**src/hw/rtl/vma_pkg.sv**
```systemverilog
`timescale 1ns / 1ps

package vma_pkg;

   localparam int unsigned FRAC_BITS_DEFAULT = 16;

   localparam logic [31:0] MASS_RESET = 32'd65536;

   localparam logic [63:0] SMAX = 64'h7FFF_FFFF_FFFF_FFFF;
   localparam logic [63:0] SMIN = 64'h8000_0000_0000_0000;

   // Four 32x32 partial products per multiply, one per step.
   localparam logic [2:0] MAC_LAST_STEP = 3'd4;

   typedef enum logic [2:0] {
      ST_IDLE,
      ST_LOAD,
      ST_MULT,
      ST_STORE,
      ST_ADD,
      ST_EMIT
   } state_type;

   typedef enum logic [3:0] {
      OP_W,
      OP_VSQ,
      OP_T1,
      OP_T2,
      OP_T3,
      OP_P,
      OP_O1,
      OP_O2,
      OP_O3
   } op_type;

   typedef struct packed {
      logic       capture;
      logic       load;
      logic       issue;
      logic       accum;
      logic [1:0] step;
      logic       store;
      logic       add_sums;
      logic       emit;
      op_type     op;
   } cmd_type;

   typedef struct packed {
      logic last;
   } status_type;

endpackage

```
**src/hw/rtl/vma_ctrl.sv**
```systemverilog
`timescale 1ns / 1ps

module vma_ctrl (
   input  logic                clock,
   input  logic                reset,
   input  logic                req_valid,
   output logic                req_stall,
   output logic                rsp_valid,
   input  logic                rsp_stall,
   input  vma_pkg::status_type status,
   output vma_pkg::cmd_type    cmd
);

   vma_pkg::state_type state_ff, state_in;
   vma_pkg::op_type    op_ff, op_in;
   logic [2:0]         step_ff, step_in;
   logic               rsp_valid_ff, rsp_valid_in;

   always_ff @(posedge clock) begin
      if (reset) begin
         state_ff     <= vma_pkg::ST_IDLE;
         op_ff        <= vma_pkg::OP_W;
         step_ff      <= '0;
         rsp_valid_ff <= 1'b0;
      end else begin
         state_ff     <= state_in;
         op_ff        <= op_in;
         step_ff      <= step_in;
         rsp_valid_ff <= rsp_valid_in;
      end
   end

   always_comb begin
      state_in     = state_ff;
      op_in        = op_ff;
      step_in      = step_ff;
      rsp_valid_in = rsp_valid_ff & rsp_stall;
      cmd          = '0;
      cmd.op       = op_ff;
      cmd.step     = step_ff[1:0];
      req_stall    = 1'b1;

      case (state_ff)
         vma_pkg::ST_IDLE: begin
            req_stall = 1'b0;
            if (req_valid) begin
               cmd.capture = 1'b1;
               op_in       = vma_pkg::OP_W;
               state_in    = vma_pkg::ST_LOAD;
            end
         end
         vma_pkg::ST_LOAD: begin
            cmd.load = 1'b1;
            step_in  = '0;
            state_in = vma_pkg::ST_MULT;
         end
         vma_pkg::ST_MULT: begin
            // The partial product issued in one step is added in the next.
            cmd.issue = (step_ff != vma_pkg::MAC_LAST_STEP);
            cmd.accum = (step_ff != 3'd0);
            step_in   = step_ff + 3'd1;
            if (step_ff == vma_pkg::MAC_LAST_STEP) begin
               state_in = vma_pkg::ST_STORE;
            end
         end
         vma_pkg::ST_STORE: begin
            cmd.store = 1'b1;
            state_in  = vma_pkg::ST_LOAD;
            case (op_ff)
               vma_pkg::OP_W:   op_in = vma_pkg::OP_VSQ;
               vma_pkg::OP_VSQ: op_in = vma_pkg::OP_T1;
               vma_pkg::OP_T1:  op_in = vma_pkg::OP_T2;
               vma_pkg::OP_T2:  op_in = vma_pkg::OP_T3;
               vma_pkg::OP_T3:  state_in = vma_pkg::ST_ADD;
               vma_pkg::OP_P:   op_in = vma_pkg::OP_O1;
               vma_pkg::OP_O1:  op_in = vma_pkg::OP_O2;
               vma_pkg::OP_O2:  op_in = vma_pkg::OP_O3;
               vma_pkg::OP_O3:  state_in = vma_pkg::ST_EMIT;
               default:         state_in = vma_pkg::ST_IDLE;
            endcase
         end
         vma_pkg::ST_ADD: begin
            cmd.add_sums = 1'b1;
            if (status.last) begin
               op_in    = vma_pkg::OP_P;
               state_in = vma_pkg::ST_LOAD;
            end else begin
               state_in = vma_pkg::ST_IDLE;
            end
         end
         vma_pkg::ST_EMIT: begin
            // Wait until the output register is free or being emptied.
            if (!rsp_valid_ff || !rsp_stall) begin
               cmd.emit     = 1'b1;
               rsp_valid_in = 1'b1;
               state_in     = vma_pkg::ST_IDLE;
            end
         end
         default: begin
            state_in = vma_pkg::ST_IDLE;
         end
      endcase
   end

   assign rsp_valid = rsp_valid_ff;

endmodule

```
**config.mk**
```make
export PLATFORM = sky130hd
export DESIGN_NAME = vma_ctrl
export DESIGN_NICKNAME = d
export VERILOG_FILES = /design/src/hw/rtl/vma_pkg.sv /design/src/hw/rtl/vma_ctrl.sv
export SDC_FILE = /design/constraint.sdc
export NUM_CORES = 1
export LEC_CHECK = 0
export BUFFER_PORTS_ARGS = -buffer_cell sky130_fd_sc_hd__buf_2
export CAP_MARGIN = 20
export CORE_MARGIN = 1.5
export CORE_UTILIZATION = 53
export CTS_BUF_LIST = sky130_fd_sc_hd__clkbuf_4
export DETAILED_ROUTE_END_ITERATION = 6
export PLACE_DENSITY = 0.81
export SYNTH_ARGS = -nofsm -noshare
export SYNTH_HDL_FRONTEND = slang
export SYNTH_SLANG_ARGS = --single-unit
```
**constraint.sdc**
```tcl
create_clock -name clock -period 1.55 [get_ports clock]
set_input_delay 0.31 -clock clock [delete_from_list [all_inputs] [get_ports clock]]
set_output_delay 0.31 -clock clock [all_outputs]
set_load 0.05 [all_outputs]
```
# [Word level (Yosys, flattened, before mapping)]
# Index checks and enable logic that the tools add are counted.
[word_totals] ff_bits=11 latch_bits=0 mem_bits_rw=0 mem_bits_ro=0 out_inout_bits=15 n_memories=0
[classes] n_addsub=1 n_mul=0 n_div=0 magnitude_cmp=0 n_eq_ne=20 n_shift=0 n_mux=22 n_bitwise=1 n_reduce_logical=11
[ops] operator="case mux 4 bit (7 select lines)" count=1
[ops] operator="case mux 3 bit (6 select lines)" count=1
[ops] operator="equality test 4 x 3 -> 1 bit (second input constant)" count=4
[ops] operator="case mux 4 bit (3 select lines)" count=1
[ops] operator="2-to-1 mux 1 bit" count=11
[ops] operator="equality test 3 bit (second input constant)" count=3
[ops] operator="2-to-1 mux 3 bit" count=3
[ops] operator="case mux 3 bit (3 select lines)" count=1
[ops] operator="equality test 4 x 2 -> 1 bit (second input constant)" count=2
[ops] operator="2-to-1 mux 4 bit" count=2
[ops] operator="!= test 2 bit (second input constant)" count=4
[ops] operator="!= test 8 x 1 -> 1 bit (second input constant)" count=1
[ops] operator="OR reduction 7 bit" count=1
[ops] operator="equality test 3 x 2 -> 1 bit (second input constant)" count=2
[ops] operator="case mux 3 bit (2 select lines)" count=1
[ops] operator="nonzero test 3 bit" count=2
[ops] operator="equality test 4 x 1 -> 1 bit (second input constant)" count=1
[ops] operator="equality test 4 bit (second input constant)" count=1
[ops] operator="zero test 4 bit" count=1
[ops] operator="AND reduction 4 bit" count=1
[ops] operator="adder 3 x 1 -> 3 bit (second input constant)" count=1
[ops] operator="equality test 3 x 1 -> 1 bit (second input constant)" count=1
[ops] operator="zero test 3 bit" count=1
[ops] operator="!= test 3 bit (second input constant)" count=1
[ops] operator="other kinds (6)" count=7

# [Depth between registers and ports, before layout]
[logic_depth] depth_word=4 depth_mapped=5 mapped_depth_nobuf=5

# [Least setup slack after synthesis]
# No wires, ideal clock.
[synth_timing] path_type="reg-to-output" start="register step_ff[0]" end="output cmd[10] (netlist bit)" arrival_ns=1.846 slack_ns=-0.606 stages_incl_launch_ff=4 n_path_buf=0 path_cell_list="dfxtp_1 > inv_1 > ha_1 > a211oi_1"
[synth_lines] item="start: declaration" line="vma_ctrl.sv:16" source="logic [2:0] step_ff, step_in;"
[synth_lines] item="start signal: assignment" line="vma_ctrl.sv:28" source="step_ff <= step_in;"
[synth_lines] item="end: declaration" line="vma_ctrl.sv:11" source="output vma_pkg::cmd_type cmd"

==> run_summary.xml <==
<?xml version="1.0" encoding="UTF-8"?>
<metrics>
  <group name="clock_network">
    <metric name="clkSlewWorstSetupHoldPaths" unit="ns">0.08</metric>
    <metric name="cts-hold-fix-buffers" unit="">0</metric>
    <metric name="cts-buffers-inserted" unit="">3</metric>
    <metric name="clk-insertion-delay-late" unit="ns">0.27</metric>
    <metric name="clock-root-buffer" unit="">clkbuf_4</metric>
    <metric name="cts_tree" unit="">yes</metric>
    <metric name="cts.sinks" unit="">11</metric>
    <metric name="cts-root-to-sink-buffers" unit="">2</metric>
    <metric name="htreeDepth" unit="">1</metric>
  </group>
  <group name="routing">
    <metric name="detailroute.via_count" unit="">806</metric>
    <metric name="initialDrtViolationCount" unit="">25</metric>
    <metric name="wl_per_cell" unit="um">16.0</metric>
    <metric name="postRouteAntennaNets" unit="">0</metric>
    <metric name="detail_route.vias_per_cell" unit="">6.15</metric>
    <metric name="drt_pre_antenna_iters" unit="">5</metric>
    <metric name="drcViolationCount" unit="">0</metric>
    <metric name="detail_route.wirelength" unit="mm">2.09</metric>
  </group>
  <group name="pwr">
    <metric name="static-leakage-power" unit="nW">0.470</metric>
    <metric name="seq_power_share" unit="">0.309</metric>
    <metric name="cellInternalPower" unit="mW">0.657</metric>
    <metric name="comb_power_share" unit="">0.497</metric>
    <metric name="total_switching_power" unit="mW">0.504</metric>
    <metric name="power_frac_clock" unit="">0.194</metric>
    <metric name="netSwitchingFraction" unit="">0.434</metric>
    <metric name="peakVddDrop" unit="mV">0.735</metric>
    <metric name="pwr_density_cell" unit="nW/um2">1110</metric>
  </group>
  <group name="sta">
    <metric name="timing_worst_slew_pin_value" unit="ns">0.287</metric>
    <metric name="rsz0062_at_grt" unit="">yes</metric>
    <metric name="timing.slew.headroom" unit="">0.806</metric>
    <metric name="worst_hold_slack" unit="ns">0.372</metric>
    <metric name="finalSetupViolations" unit="">3</metric>
    <metric name="final.period_utilization" unit="">1.03</metric>
    <metric name="maxSlewViolCount" unit="">0</metric>
    <metric name="setup_ws" unit="ns">-0.0530</metric>
    <metric name="post_route_clock_skew" unit="ns">0.00305</metric>
    <metric name="post-route-min-period" unit="ns">1.60</metric>
    <metric name="clock.fmax" unit="GHz">0.624</metric>
    <metric name="hold_viol" unit="">0</metric>
  </group>
  <group name="global_route">
    <metric name="initial_antenna_violation_count" unit="">0</metric>
    <metric name="first_pass_grt_wire_length" unit="mm">3.01</metric>
    <metric name="grt_remaining_overflow" unit="">0</metric>
    <metric name="first_global_vias" unit="">680</metric>
    <metric name="track_usage" unit="">0.285</metric>
    <metric name="grt_start_max_net_pins" unit="">13</metric>
  </group>
  <group name="floorplan">
    <metric name="dieArea" unit="um2">1630</metric>
    <metric name="initial_util" unit="">0.567</metric>
    <metric name="io_pins" unit="">20</metric>
    <metric name="y_dimension_of_the_die" unit="um">40.3</metric>
    <metric name="dieWidth" unit="um">40.3</metric>
    <metric name="core-area" unit="um2">1300</metric>
    <metric name="num_rows" unit="">13</metric>
  </group>
  <group name="synth">
    <metric name="ys.warnings.count" unit="">0</metric>
    <metric name="ys_seq_elements" unit="">11</metric>
    <metric name="synth_cell_type_count" unit="">39</metric>
    <metric name="mappedNetlistNets" unit="">98</metric>
    <metric name="seq_area_frac_synth" unit="">0.298</metric>
    <metric name="synth_area" unit="um2">738</metric>
    <metric name="synthCells" unit="">91</metric>
    <metric name="synth.avg_cell_area" unit="um2">8.11</metric>
  </group>
  <group name="critical_path">
    <metric name="crit_slowest_cell" unit="">dfxtp_4</metric>
    <metric name="cpPeakStageDelay" unit="ns">0.39</metric>
    <metric name="critPathCaptureType" unit="">primary output</metric>
    <metric name="crit_path_cell_chain" unit="">or3_4 &gt; nor2_4 &gt; buf_8</metric>
    <metric name="critical_path_peak_fanout" unit="">9</metric>
    <metric name="timing.critical_path.arrival" unit="ns">1.29</metric>
    <metric name="critPathLaunchType" unit="">flip-flop</metric>
    <metric name="critical_path_required" unit="ns">1.24</metric>
    <metric name="critPathKind" unit="">flip-flop to primary output</metric>
  </group>
  <group name="placement">
    <metric name="dp_worst_setup_slack" unit="ns">0.0630</metric>
    <metric name="dp.final_hpwl" unit="mm">1.35</metric>
    <metric name="gp_congestion" unit="">0.801</metric>
    <metric name="buffers_on_ports" unit="">19</metric>
  </group>
  <group name="hold_path">
    <metric name="min_path_type" unit="">input pin to flip-flop</metric>
  </group>
  <group name="layout">
    <metric name="layout.filler_cells" unit="">87</metric>
    <metric name="final_nets" unit="">124</metric>
    <metric name="multi_input_comb_area" unit="um2">541</metric>
    <metric name="insertedDiodeCount" unit="">0</metric>
    <metric name="area_growth" unit="%">42.2</metric>
    <metric name="layout.area.seq" unit="um2">229</metric>
    <metric name="commonest_cells_after_routing_fill_and_taps_aside" unit="">11 x buf_2, 10 x a21oi_1, 10 x buf_4</metric>
    <metric name="layout_cells_sized_above_1" unit="">0.491</metric>
    <metric name="mostFrequentLayoutCell" unit="">buf_2</metric>
  </group>
  <group name="run_status">
    <metric name="run_status" unit="">finished with violations</metric>
    <metric name="failed_checks" unit="">negative setup slack</metric>
  </group>
  <group name="run">
    <metric name="maxCapViolations" unit="">0</metric>
  </group>
</metrics>
-- power groups by stage --
stage | Clock (mW) | Combinational (mW) | Sequential [mW]
6_report | 0.225 | 0.577 | 0.359
5_1_grt | 0.235 | 0.609 | 0.361
4_1_cts | 0.226 | 0.538 | 0.350
3_5_place_dp | 0 | 0.485 | 0.350
3_3_place_gp | 0 | 0.474 | 0.348
2_1_floorplan | 0 | 0.356 | 0.369
-- final timing paths --
path                        endpoint  slack [ns]                     start  cells past startpoint
max                          cmd[12]       -0.05  state_ff[1]$_SDFFE_PP0P_                      3
min          step_ff[1]$_SDFFE_PP0N_        0.37                     reset                      2
max reg2reg    op_ff[2]$_SDFFE_PP0P_        0.09  state_ff[2]$_SDFFE_PP0P_                      4
min reg2reg     rsp_valid$_SDFF_PP0_        0.57  state_ff[0]$_SDFFE_PP0P_                      2
-- Yosys cell counts --
cell | count | share of area
nor2_1 | 5 | 0.025
ha_1 | 2 | 0.034
mux2i_1 | 2 | 0.027
buf_4 | 3 | 0.031
mux2_2 | 1 | 0.015
nor2b_1 | 2 | 0.017
o21ai_0 | 4 | 0.027
nor3_1 | 2 | 0.014
xor2_1 | 1 | 0.012
nand3_1 | 3 | 0.020
nor3b_1 | 2 | 0.020
xnor2_1 | 1 | 0.012
a2bb2oi_1 | 2 | 0.024
dfxtp_1 | 11 | 0.30
clkbuf_2 | 1 | 0.0068
a31oi_1 | 1 | 0.0085
and2b_1 | 1 | 0.010
clkbuf_1 | 1 | 0.0051
nand2b_1 | 4 | 0.034
o32ai_1 | 1 | 0.012
nand2_1 | 5 | 0.025
buf_2 | 2 | 0.014
and3_1 | 1 | 0.0085
nor2_2 | 1 | 0.0085
inv_1 | 4 | 0.020
a21oi_1 | 11 | 0.075
and4bb_4 | 1 | 0.022
or2_1 | 1 | 0.0085
or3_4 | 1 | 0.015
a21o_1 | 2 | 0.020
and3b_1 | 1 | 0.012
a31o_1 | 1 | 0.012
and2_1 | 2 | 0.017
a221oi_1 | 1 | 0.012
o221a_1 | 1 | 0.015
nor4b_1 | 2 | 0.024
a211oi_1 | 2 | 0.020
nand2_2 | 1 | 0.0085
o211ai_1 | 1 | 0.010
-- final cells by class --
class	count	area share
Multi-Input combinational cell	69	0.515
Sequential cell	11	0.218
Timing Repair Buffer	28	0.206
Clock buffer	4	0.0286
Tap cell	15	0.0179
Inverter	4	0.0143
-- metal layers --
layer | share of wire | up-vias | GRT usage
met2 | 0.47 | 42 | 0.444
met3 | 0.047 | 10 | 0.0667
met5 | 0 | - | 0
li1 | - | 373 | -
met1 | 0.45 | 381 | 0.349
met4 | 0.033 | 0 | 0.175
-- flip-flops by register name (all words and copies together) (netlist names) --
signal,count
rsp_valid,1
op_ff,4
state_ff,3
step_ff,3
-- per-stage QoR --
step                      utilization  std cells  total power [mW]  TNS (ns)  area (um2)
after global placement          0.696        126             0.821         0         906
after floorplan                     -         91             0.725    -0.137         773
after detailed placement        0.696        126             0.835         0         906
after global routing            0.807        131              1.20    -0.332        1050
final                           0.807        131              1.16   -0.0601        1050
after CTS                       0.784        131              1.12    -0.119        1020
-- worst max-delay path, delay by kind of cell, from the launching register on --
kind	cells	cell delay, ns
buffers and inverters	1	0.15
and+or+nand+nor	2	0.47
DFF	1	0.39
-- logic make-up (layout without fill, tap and decap cells) --
kind of cell | after synthesis | in the layout | synth area share
flip-flops | 11 | 11 | 0.298
AO/OA/AOI/OAI | 27 | 27 | 0.236
buffers and inverters | 11 | 36 | 0.0763
multiplexers | 3 | 3 | 0.0424
XOR/XNOR | 2 | 2 | 0.0237
adder cells (fa/ha/maj) | 2 | 2 | 0.0339
AND/OR/NAND/NOR | 35 | 35 | 0.290
-- timing repair --
| action | CTS | global route |
|---|---|---|
| setup endpoints to repair | 8 | 9 |
| pin swaps | 2 | 2 |
| buffers inserted | 1 | 0 |
| gates resized for setup | 28 | 9 |
Power figures use the tool's default switching activity.
